===== src/design/rgba_layer_blend_canvas_defines.svh =====
// Assertion macros for the RGBA layer blend canvas.
`ifndef RGBA_LAYER_BLEND_CANVAS_DEFINES_SVH
`define RGBA_LAYER_BLEND_CANVAS_DEFINES_SVH

`ifndef NO_ASSERTIONS
// Check a property on every clock edge outside reset.
`define RLB_ASSERT(lbl, prop, msg) \
  lbl: assert property (@(posedge clk_i) disable iff (!rst_ni) (prop)) else $error(msg);
// Check a property on every clock edge, reset included.
`define RLB_ASSERT_ALWAYS(lbl, prop, msg) \
  lbl: assert property (@(posedge clk_i) (prop)) else $error(msg);
`else
`define RLB_ASSERT(lbl, prop, msg)
`define RLB_ASSERT_ALWAYS(lbl, prop, msg)
`endif

`endif


===== src/design/rlb_pkg.sv =====
// Shared types, constants and a helper function of the RGBA layer blend canvas.
`timescale 1ns / 1ps
`default_nettype none
package rlb_pkg;

  localparam int DefaultWidth  = 1280;
  localparam int DefaultHeight = 720;
  localparam logic [31:0] BgReset = 32'h0000_00FF;

  typedef enum logic [1:0] {
    REQ_CLEAR = 2'd0,
    REQ_BLEND = 2'd1,
    REQ_READ  = 2'd2
  } req_e;

  typedef enum logic [1:0] {
    ST_IDLE,
    ST_ADDR,
    ST_MIX,
    ST_DONE
  } state_e;

  typedef struct packed {
    logic [7:0] r;
    logic [7:0] g;
    logic [7:0] b;
    logic [7:0] a;
  } pix_t;

  // floor(x / 255) for x up to 255 * 255, by shift and add.
  function automatic logic [7:0] div255(input logic [15:0] x);
    logic [16:0] t;
    t = {1'b0, x} + 17'd1 + {9'b0, x[15:8]};
    return t[15:8];
  endfunction

endpackage
`default_nettype wire


===== src/design/rlb_blend.sv =====
// Over-rule datapath: registered channel sums, then division by 255.
`timescale 1ns / 1ps
`default_nettype none
module rlb_blend (
  input  wire logic          clk_i,
  input  wire logic          load_i,
  input  wire rlb_pkg::pix_t src_i,
  input  wire rlb_pkg::pix_t old_i,
  input  wire logic [7:0]    e_i,
  output rlb_pkg::pix_t      mix_o
);

  logic [7:0]  inv_e;
  logic [15:0] sum_r_q, sum_g_q, sum_b_q, prod_a_q;
  logic [7:0]  alpha_add;
  logic [8:0]  alpha_sum;

  assign inv_e = 8'd255 - e_i;

  // Capture the weighted sums while the old pixel is on the RAM read port.
  always_ff @(posedge clk_i) begin
    if (load_i) begin
      sum_r_q  <= {8'b0, src_i.r} * {8'b0, e_i} + {8'b0, old_i.r} * {8'b0, inv_e};
      sum_g_q  <= {8'b0, src_i.g} * {8'b0, e_i} + {8'b0, old_i.g} * {8'b0, inv_e};
      sum_b_q  <= {8'b0, src_i.b} * {8'b0, e_i} + {8'b0, old_i.b} * {8'b0, inv_e};
      prod_a_q <= {8'b0, old_i.a} * {8'b0, inv_e};
    end
  end

  assign alpha_add = rlb_pkg::div255(prod_a_q);
  assign alpha_sum = {1'b0, e_i} + {1'b0, alpha_add};

  always_comb begin
    mix_o.r = rlb_pkg::div255(sum_r_q);
    mix_o.g = rlb_pkg::div255(sum_g_q);
    mix_o.b = rlb_pkg::div255(sum_b_q);
    mix_o.a = alpha_sum[7:0];
  end

endmodule
`default_nettype wire


===== config.mk =====
export PLATFORM = sky130hd
export DESIGN_NAME = rlb_blend
export DESIGN_NICKNAME = d
export VERILOG_FILES = /design/src/design/rgba_layer_blend_canvas_defines.svh /design/src/design/rlb_pkg.sv /design/src/design/rlb_blend.sv
export SDC_FILE = /design/constraint.sdc
export NUM_CORES = 1
export LEC_CHECK = 0
export ABC_AREA = 1
export BUFFER_PORTS_ARGS = -buffer_cell sky130_fd_sc_hd__buf_2
export CORE_MARGIN = 2
export CORE_UTILIZATION = 40
export CTS_CLUSTER_DIAMETER = 50
export CTS_CLUSTER_SIZE = 12
export DETAILED_ROUTE_END_ITERATION = 6
export PLACE_DENSITY = 0.55
export SLEW_MARGIN = 10
export SYNTH_ARGS = -nofsm -noshare
export SYNTH_HDL_FRONTEND = slang
export SYNTH_SLANG_ARGS = --single-unit

===== constraint.sdc =====
create_clock -name clk_i -period 6.4 [get_ports clk_i]
set_input_delay 0.32 -clock clk_i [delete_from_list [all_inputs] [get_ports clk_i]]
set_output_delay 0.32 -clock clk_i [all_outputs]
set_load 0.05 [all_outputs]

### Word level (Yosys, flattened, before mapping)

Cells that the tools add are included.

* add/subtract/negate cells: 13
* $mul: 7

Operators by type and width (number)
* 8-bit by 8-bit multiplier with 16-bit output: 7
* 16-bit by 1-bit adder with 16-bit output, second input constant: 4
* 16-bit by 8-bit adder with 16-bit output: 4
* 16-bit adder: 3
* 8-bit adder: 1
* 8-bit subtractor, first input constant: 1

* flip-flop bits (word level): 64
* input port bits: 74
* logic and storage cells: 24

### Depth between registers and ports, before layout

Gate-level depths: netlist of the first run.

* depth after elaboration: 3
* gate-level depth with buffers: 24
* gate-level depth less buffers: 23

### Worst setup path before layout of the first run

Ideal clock, no wire load.

* kind: input port to flip-flop
* start: input e_i[2]
* end: register sum_r_q[15] (data pin)
* arrival time: 4992 ps
* data required time: 6147 ps
* slack: 1155 ps
* cell stages on the path: 21
* path buffers: 2
* cells stage by stage: clkbuf_1 -> clkbuf_1 -> nand2_1 -> fa_1 -> fa_1 -> inv_1 -> fa_1 -> fa_1 -> fa_1 -> inv_1 -> fa_1 -> inv_1 -> ha_1 -> nand2_1 -> inv_1 -> a21oi_1 -> nor2_1 -> nor2_1 -> nand2_1 -> nand3_1 -> nand2_1

* longest elaborated chain between the ends: 3
* elaborated cells on any way between the ends: 4

Ends and longest elaborated chain
* start: declaration: RTL line rlb_blend.sv:9 `input wire logic [7:0] e_i,`
* 8-bit subtractor: RTL line rlb_blend.sv:18 `assign inv_e = 8'd255 - e_i;`
* 8-bit by 8-bit multiplier with 16-bit output: RTL line rlb_blend.sv:23 `sum_r_q <= {8'b0, src_i.r} * {8'b0, e_i} + {8'b0, old_i.r} * {8'b0, inv_e};`
* 16-bit adder (*): RTL line rlb_blend.sv:23
* end signal: assignment: RTL line rlb_blend.sv:23
* end: declaration: RTL line rlb_blend.sv:14 `logic [15:0] sum_r_q, sum_g_q, sum_b_q, prod_a_q;`

Mark *: on every way between the ends. The rest lies on a longest branch, timed or not.
A chain may end at the register's enable or synchronous reset.

### Final worst setup path of the first run

* start: input e_i[3]
* end: register sum_b_q[15] (data pin)

* longest elaborated chain between the ends: 3
* elaborated cells on any way between the ends: 4

Ends and longest elaborated chain
* 8-bit subtractor: RTL line rlb_blend.sv:18
* 8-bit by 8-bit multiplier with 16-bit output: RTL line rlb_blend.sv:25 `sum_b_q <= {8'b0, src_i.b} * {8'b0, e_i} + {8'b0, old_i.b} * {8'b0, inv_e};`
* 16-bit adder (*): RTL line rlb_blend.sv:25
* end signal: assignment: RTL line rlb_blend.sv:25
* end: declaration: RTL line rlb_blend.sv:14

Marked as above.

==> impl_metrics.ini, run 1 <==
[setup_path]
cp_slowest_cell = fa_1
crit_fanout = 21
arrival_ns = 5.49
worst-setup-path-type = in -> reg
critical-path-max-stage-delay_ns = 0.55
crit_path_end_kind = register
path_common_cell = fa_1
endpoint = sum_b_q[15]
cp.required_ns = 6.53
startpoint_type = primary input
critPathLaunch = e_i[3]
crit_family = adder cells
worst-path-buf-inv = 5
path_depth = 20
crit_chain = buf_2 > buf_4 > nand2_1 > fa_1 > fa_1 > inv_1 > fa_1 > fa_1 > fa_1 > inv_1 > fa_1 > inv_1 > ha_1 > a21o_1 > a21oi_1 > nor2_1 > nor2_1 > nand2_1 > nand3_1 > nand2_1

[timing]
slew_headroom_pct = 39.29
timing_hold_violations_final = 0
period_share_pct = 83.80
max_freq_mhz = 186.5
period_minus_slack_ns = 5.363
layout_setup_ws_ns = 1.037
drv_slew = 0
setup_tns_ns = 0
report.final.setup_viol = 0
worst_pin_slew_ns = 0.9106
rsz0062_at_grt = no

[global_routing]
grtUsageMet1_pct = 26.02
grt_max_degree = 65
grtUsageMet2_pct = 32.70
grtUsageTotal_pct = 19.42
gr-usage-met3_pct = 3.332
grt_pass1_vias = 15970
antenna_found_initial = 1
top_usage_layer = met2
overflow = 0
grt_pass1_wl_um = 77670

[clock_network]
post-cts-setup-buffers = 0
cts_inserted_buffers = 9
cts_max_level = 3
cts_root_buffer = clkbuf_16
path_clk_slew_ns = 0.05
hold_buffers = 0
cts_buffer_depth = 2
cts_tree = done
ctsResizeCount = 0
clock_sinks = 64

[synth]
yosysUniqueCellTypes = 38
avgSynthCellArea_sq_um = 7.726
async_flop_share_pct = 0
seq_area_frac_synth_pct = 9.919
synth_area_leader_cell = fa_1
synth_top_area_share_pct = 33.58
synth_warnings = 0
ys_seq_elements = 64
synth-edff-count = 64
netlist_instances = 2508
synth-main-ff-cell = edfxtp_1
synth_area_leaders = fa_1, ha_1, inv_1
synth.most_common_cell = inv_1
syn_area_sq_um = 19380
synth_commonest_cells = inv_1, nand2_1, fa_1, nor2_1, ha_1

[cells_and_area]
stdcell_count = 3186
final_nets = 3222
layout-drive-gt1-share_pct = 5.642
area_growth_syn_to_layout_pct = 7.381
finalCoreUtilization_pct = 43.58

[drt]
vias = 15310
vias_per_cell = 4.806
drtPass1Iterations = 6
drtAntennaViolNets = 0
drc = 0
finalWirelength_um = 45630
drtIter0Drc = 859
wl_per_cell_um = 14.32

[hold_path]
hold_class = in -> reg
hp-start = old_i[0]
worstHoldPathCells = 3

[floorplan]
initial_core_util_pct = 40.58
core_sq_um = 47750
placementRows = 80
pin_count = 106
chipHeight_um = 224.1
die-width_um = 224.1
dieArea_sq_um = 50220

[job]
cap_violations = 0

[run_status]
status = complete, no violations

[place]
gp_congestion = 0.8629
dp.final_hpwl_um = 38460
placed_cells = 3170
dp_slack_ns = 0.6588
port_buffers = 97
cells in the final DEF, fill, tap and decap left out, types with 4 or more instances in the layout:
cell,n
a21o_1,8
a21oi_1,64
and2_1,4
buf_12,4
buf_2,97
buf_4,18
clkbuf_1,4
clkbuf_16,9
clkinv_1,4
edfxtp_1,64
fa_1,325
ha_1,257
inv_1,681
inv_2,6
nand2_1,539
nand2_2,4
nand3_1,80
nand3b_1,6
nand4_1,14
nor2_1,259
nor3_1,9
o21ai_0,16
o21ai_1,11
o21bai_1,8
or2_1,4
xnor2_1,14
xor2_1,43
registers in the layout, summed over array words and instances (netlist names):
name / flops
sum_g_q: 16
sum_r_q: 16
prod_a_q: 16
sum_b_q: 16
per-stage QoR:
step,hold slack [ns],cell area [sq um]
after global placement,0.7963,20560
final,0.4265,20810
after global routing,0.4449,20810
after detailed placement,0.8004,20560
after CTS,0.3996,20800
after floorplan,0.4325,19380
logic make-up (layout without fill, tap and decap cells):
logic type	after synthesis	after routing	synth area share [%]
simple gates	924	924	19.08
buf+inv	763	823	14.88
fa+ha+maj	582	582	50.17
compound gates	117	117	3.352
flops	64	64	9.919
xor+xnor	57	57	2.577
other cells	1	4	0.01935
how the worst min path moves through the flow:
stage	slack [ns]	endpoint
6_report	0.43	prod_a_q[0]
2_1_floorplan	0.43	prod_a_q[0]
5_1_grt	0.44	prod_a_q[0]
3_3_place_gp	0.80	prod_a_q[0]
4_1_cts	0.40	prod_a_q[0]
3_5_place_dp	0.80	prod_a_q[0]
area by class of cell:
cell class                 instances  area (sq um)
fill                            4854         26940
multi-input combinational       1683         14580
inverter                         689          2586
sequential                        64          1922
tap                              615         769.5
timing repair buffer             119         700.7
clock buffer                      13         240.2
clock inverter                     2         7.507
antenna                            1         2.502
routing by layer:
layer,wire [um],share of wire (%),vias to the layer above
met5,0,0,-
li1,-,-,7481
met2,21800,48,309
met3,2177,4.8,44
met4,865,1.9,0
met1,20790,46,7477
Power of run 1 is left out: the tool's default activity adds up to more than one toggle a clock period on the data nets, which glitch-free logic cannot reach.
==> run 2: changes to the inputs <==
--- a/config.mk
+++ b/config.mk
@@ -5,7 +5,7 @@
 export SDC_FILE = /design/constraint.sdc
 export NUM_CORES = 1
 export LEC_CHECK = 0
-export ABC_AREA = 1
+export ABC_AREA = 0
 export BUFFER_PORTS_ARGS = -buffer_cell sky130_fd_sc_hd__buf_2
 export CORE_MARGIN = 2
 export CORE_UTILIZATION = 40
==> constraint.sdc (replaced) <==
create_clock -name clk_i -period 5.3 [get_ports clk_i]
set_input_delay 0.265 -clock clk_i [delete_from_list [all_inputs] [get_ports clk_i]]
set_output_delay 0.265 -clock clk_i [all_outputs]
set_load 0.05 [all_outputs]
==> run 2 against run 1 <==
Against the previous run:
- sequential share of layout area about the same
- die area down 4.6%
- global-route usage down 0.92 points
- synthesized cell count down 22%
- routed wire length down 10%
- non-clock buffer count up 96
- cell area up 0.31%
- synthesized area down 4.7%
- critical path depth unchanged
- via count down 14%
- final cell count down 14%
- critical path type unchanged
- utilization up 2.3 points
- largest cell class unchanged
==> impl_metrics.ini, run 2 <==
[run_status]
status = complete, no violations

[floorplan]
chipHeight_um = 218.9
die-width_um = 218.9
dieArea_sq_um = 47900
placementRows = 78
initial_core_util_pct = 40.61
core_sq_um = 45480
pin_count = 106

[setup_path]
worst-setup-path-type = in -> reg
crit_path_end_kind = register
arrival_ns = 5.21
crit_fanout = 16
cp.required_ns = 5.40
startpoint_type = primary input

[clock_network]
cts_tree = done
cts_inserted_buffers = 9
cts_root_buffer = clkbuf_16
clock_sinks = 64
path_clk_slew_ns = 0.05
post-cts-setup-buffers = 0
cts_buffer_depth = 2
cts_max_level = 3

[drt]
wl_per_cell_um = 14.94
drc = 0
vias_per_cell = 4.822
drtAntennaViolNets = 0
drtIter0Drc = 474
vias = 13200
drtPass1Iterations = 4
finalWirelength_um = 40910

[synth]
syn_area_sq_um = 18470
avgSynthCellArea_sq_um = 9.446
synth.most_common_cell = inv_1
seq_area_frac_synth_pct = 10.41
synth_area_leader_cell = fa_1
synth_area_leaders = fa_1, ha_1, edfxtp_1
synth-main-ff-cell = edfxtp_1
synth-edff-count = 64
ys_seq_elements = 64
synth_warnings = 0
async_flop_share_pct = 0
yosysUniqueCellTypes = 47
netlist_instances = 1955
synth_top_area_share_pct = 35.23
synth_commonest_cells = inv_1, fa_1, ha_1, nor2b_1, and2_1

[timing]
max_freq_mhz = 195.8
timing_hold_violations_final = 0
period_minus_slack_ns = 5.107
setup_tns_ns = 0
slew_headroom_pct = 38.06
worst_pin_slew_ns = 0.9291
period_share_pct = 96.36
drv_slew = 0
whs_ns = 0.3597
report.final.setup_viol = 0

[cells_and_area]
regArea_sq_um = 1922
area_growth_syn_to_layout_pct = 13.02
fillers = 4448
multi_input_area_sq_um = 14710
final_cell_mix = inv_1, fa_1, ha_1
finalCoreUtilization_pct = 45.89
mostFrequentLayoutCell = inv_1
layout-drive-gt1-share_pct = 11.09
final_nets = 2791

[global_routing]
grtUsageTotal_pct = 18.50
grt_pass1_vias = 14480
grt_pass1_wl_um = 70470
grt_max_degree = 65
overflow = 0
antenna_found_initial = 1

[place]
dp.final_hpwl_um = 34630
gp_congestion = 0.8522
port_buffers = 97

[hold_path]
hold_class = in -> reg

[job]
cap_violations = 0
==> run 2: changes by cell type in the layout (fill, tap and decap cells not counted), sizes merged, moves of 14 or more <==
| cell | delta |
|---|---|
| nand2 | -437 |
| inv | -226 |
| nor2 | -217 |
| nor2b | +181 |
| and2 | +108 |
| buf | +96 |
| nand2b | +83 |
| nand3 | -74 |
| xnor2 | +48 |
| a21oi | -30 |
| xor2 | -14 |
==> run 2: critical path: stages <==
cell and delay [ns]:
buf_6 0.16, buf_4 0.17, buf_4 0.17, nand2b_1 0.17, fa_1 0.45, fa_1 0.49, inv_1 0.06, fa_2 0.57
fa_1 0.42, fa_1 0.48, inv_1 0.05, fa_1 0.47, inv_1 0.04, ha_1 0.21, a21o_1 0.21, a31oi_2 0.23
o31ai_4 0.12, o2111ai_1 0.22, a21oi_1 0.11, xnor2_1 0.14
==> run 2: logic make-up (layout without fill, tap and decap cells) <==
kind of cell | Yosys count | count (layout) | share of synthesized area (%)
other cells | 1 | 4 | 0.02031
fa+ha+maj | 582 | 582 | 52.64
xor+xnor | 91 | 91 | 4.316
simple gates | 561 | 561 | 16.85
mux | 5 | 5 | 0.2913
compound gates | 142 | 142 | 5.129
flops | 64 | 64 | 10.41
buf+inv | 509 | 689 | 10.35
==> run 2: worst paths after layout <==
check | end | depth (start not counted) | startpoint
worst max-delay path | sum_b_q[15] | 20 | e_i[2]
worst min-delay path | prod_a_q[0] | 2 | old_i[0]
==> run 2: what timing repair did <==
| item | in CTS | in global routing |
|---|---|---|
| hold buffers | 0 | 0 |
| gates resized for setup | 1 | 15 |
| pin swaps | 0 | 4 |
| endpoints found under the setup margin | 1 | 16 |
| gates cloned | 0 | 0 |
==> run 2: metal layers <==
metal,global-route usage [%],wire length (um)
met5,0,0
met4,4.527,743
met3,2.093,1200
met2,33.04,20900
met1,23.87,18070
==> run 2: final cells by class <==
type / instances / share of cell area [%]
Multi-Input combinational cell: 1384 / 70.46
Antenna cell: 1 / 0.01199
Clock inverter: 4 / 0.07194
Tap cell: 600 / 3.597
Inverter: 461 / 8.291
Sequential cell: 64 / 9.208
Clock buffer: 9 / 1.079
Timing Repair Buffer: 215 / 7.278
==> run 2: stage by stage <==
stage          area (sq um)  setup WS, ns  cells
2_1_floorplan         18510      -0.01955   1957
3_3_place_gp          20550       -0.2928   2724
3_5_place_dp          20550       -0.3922   2724
4_1_cts               20800       0.06817   2737
5_1_grt               20870     -0.007712   2738
6_report              20870        0.1929   2738
Power of run 2 is left out for the same reason.
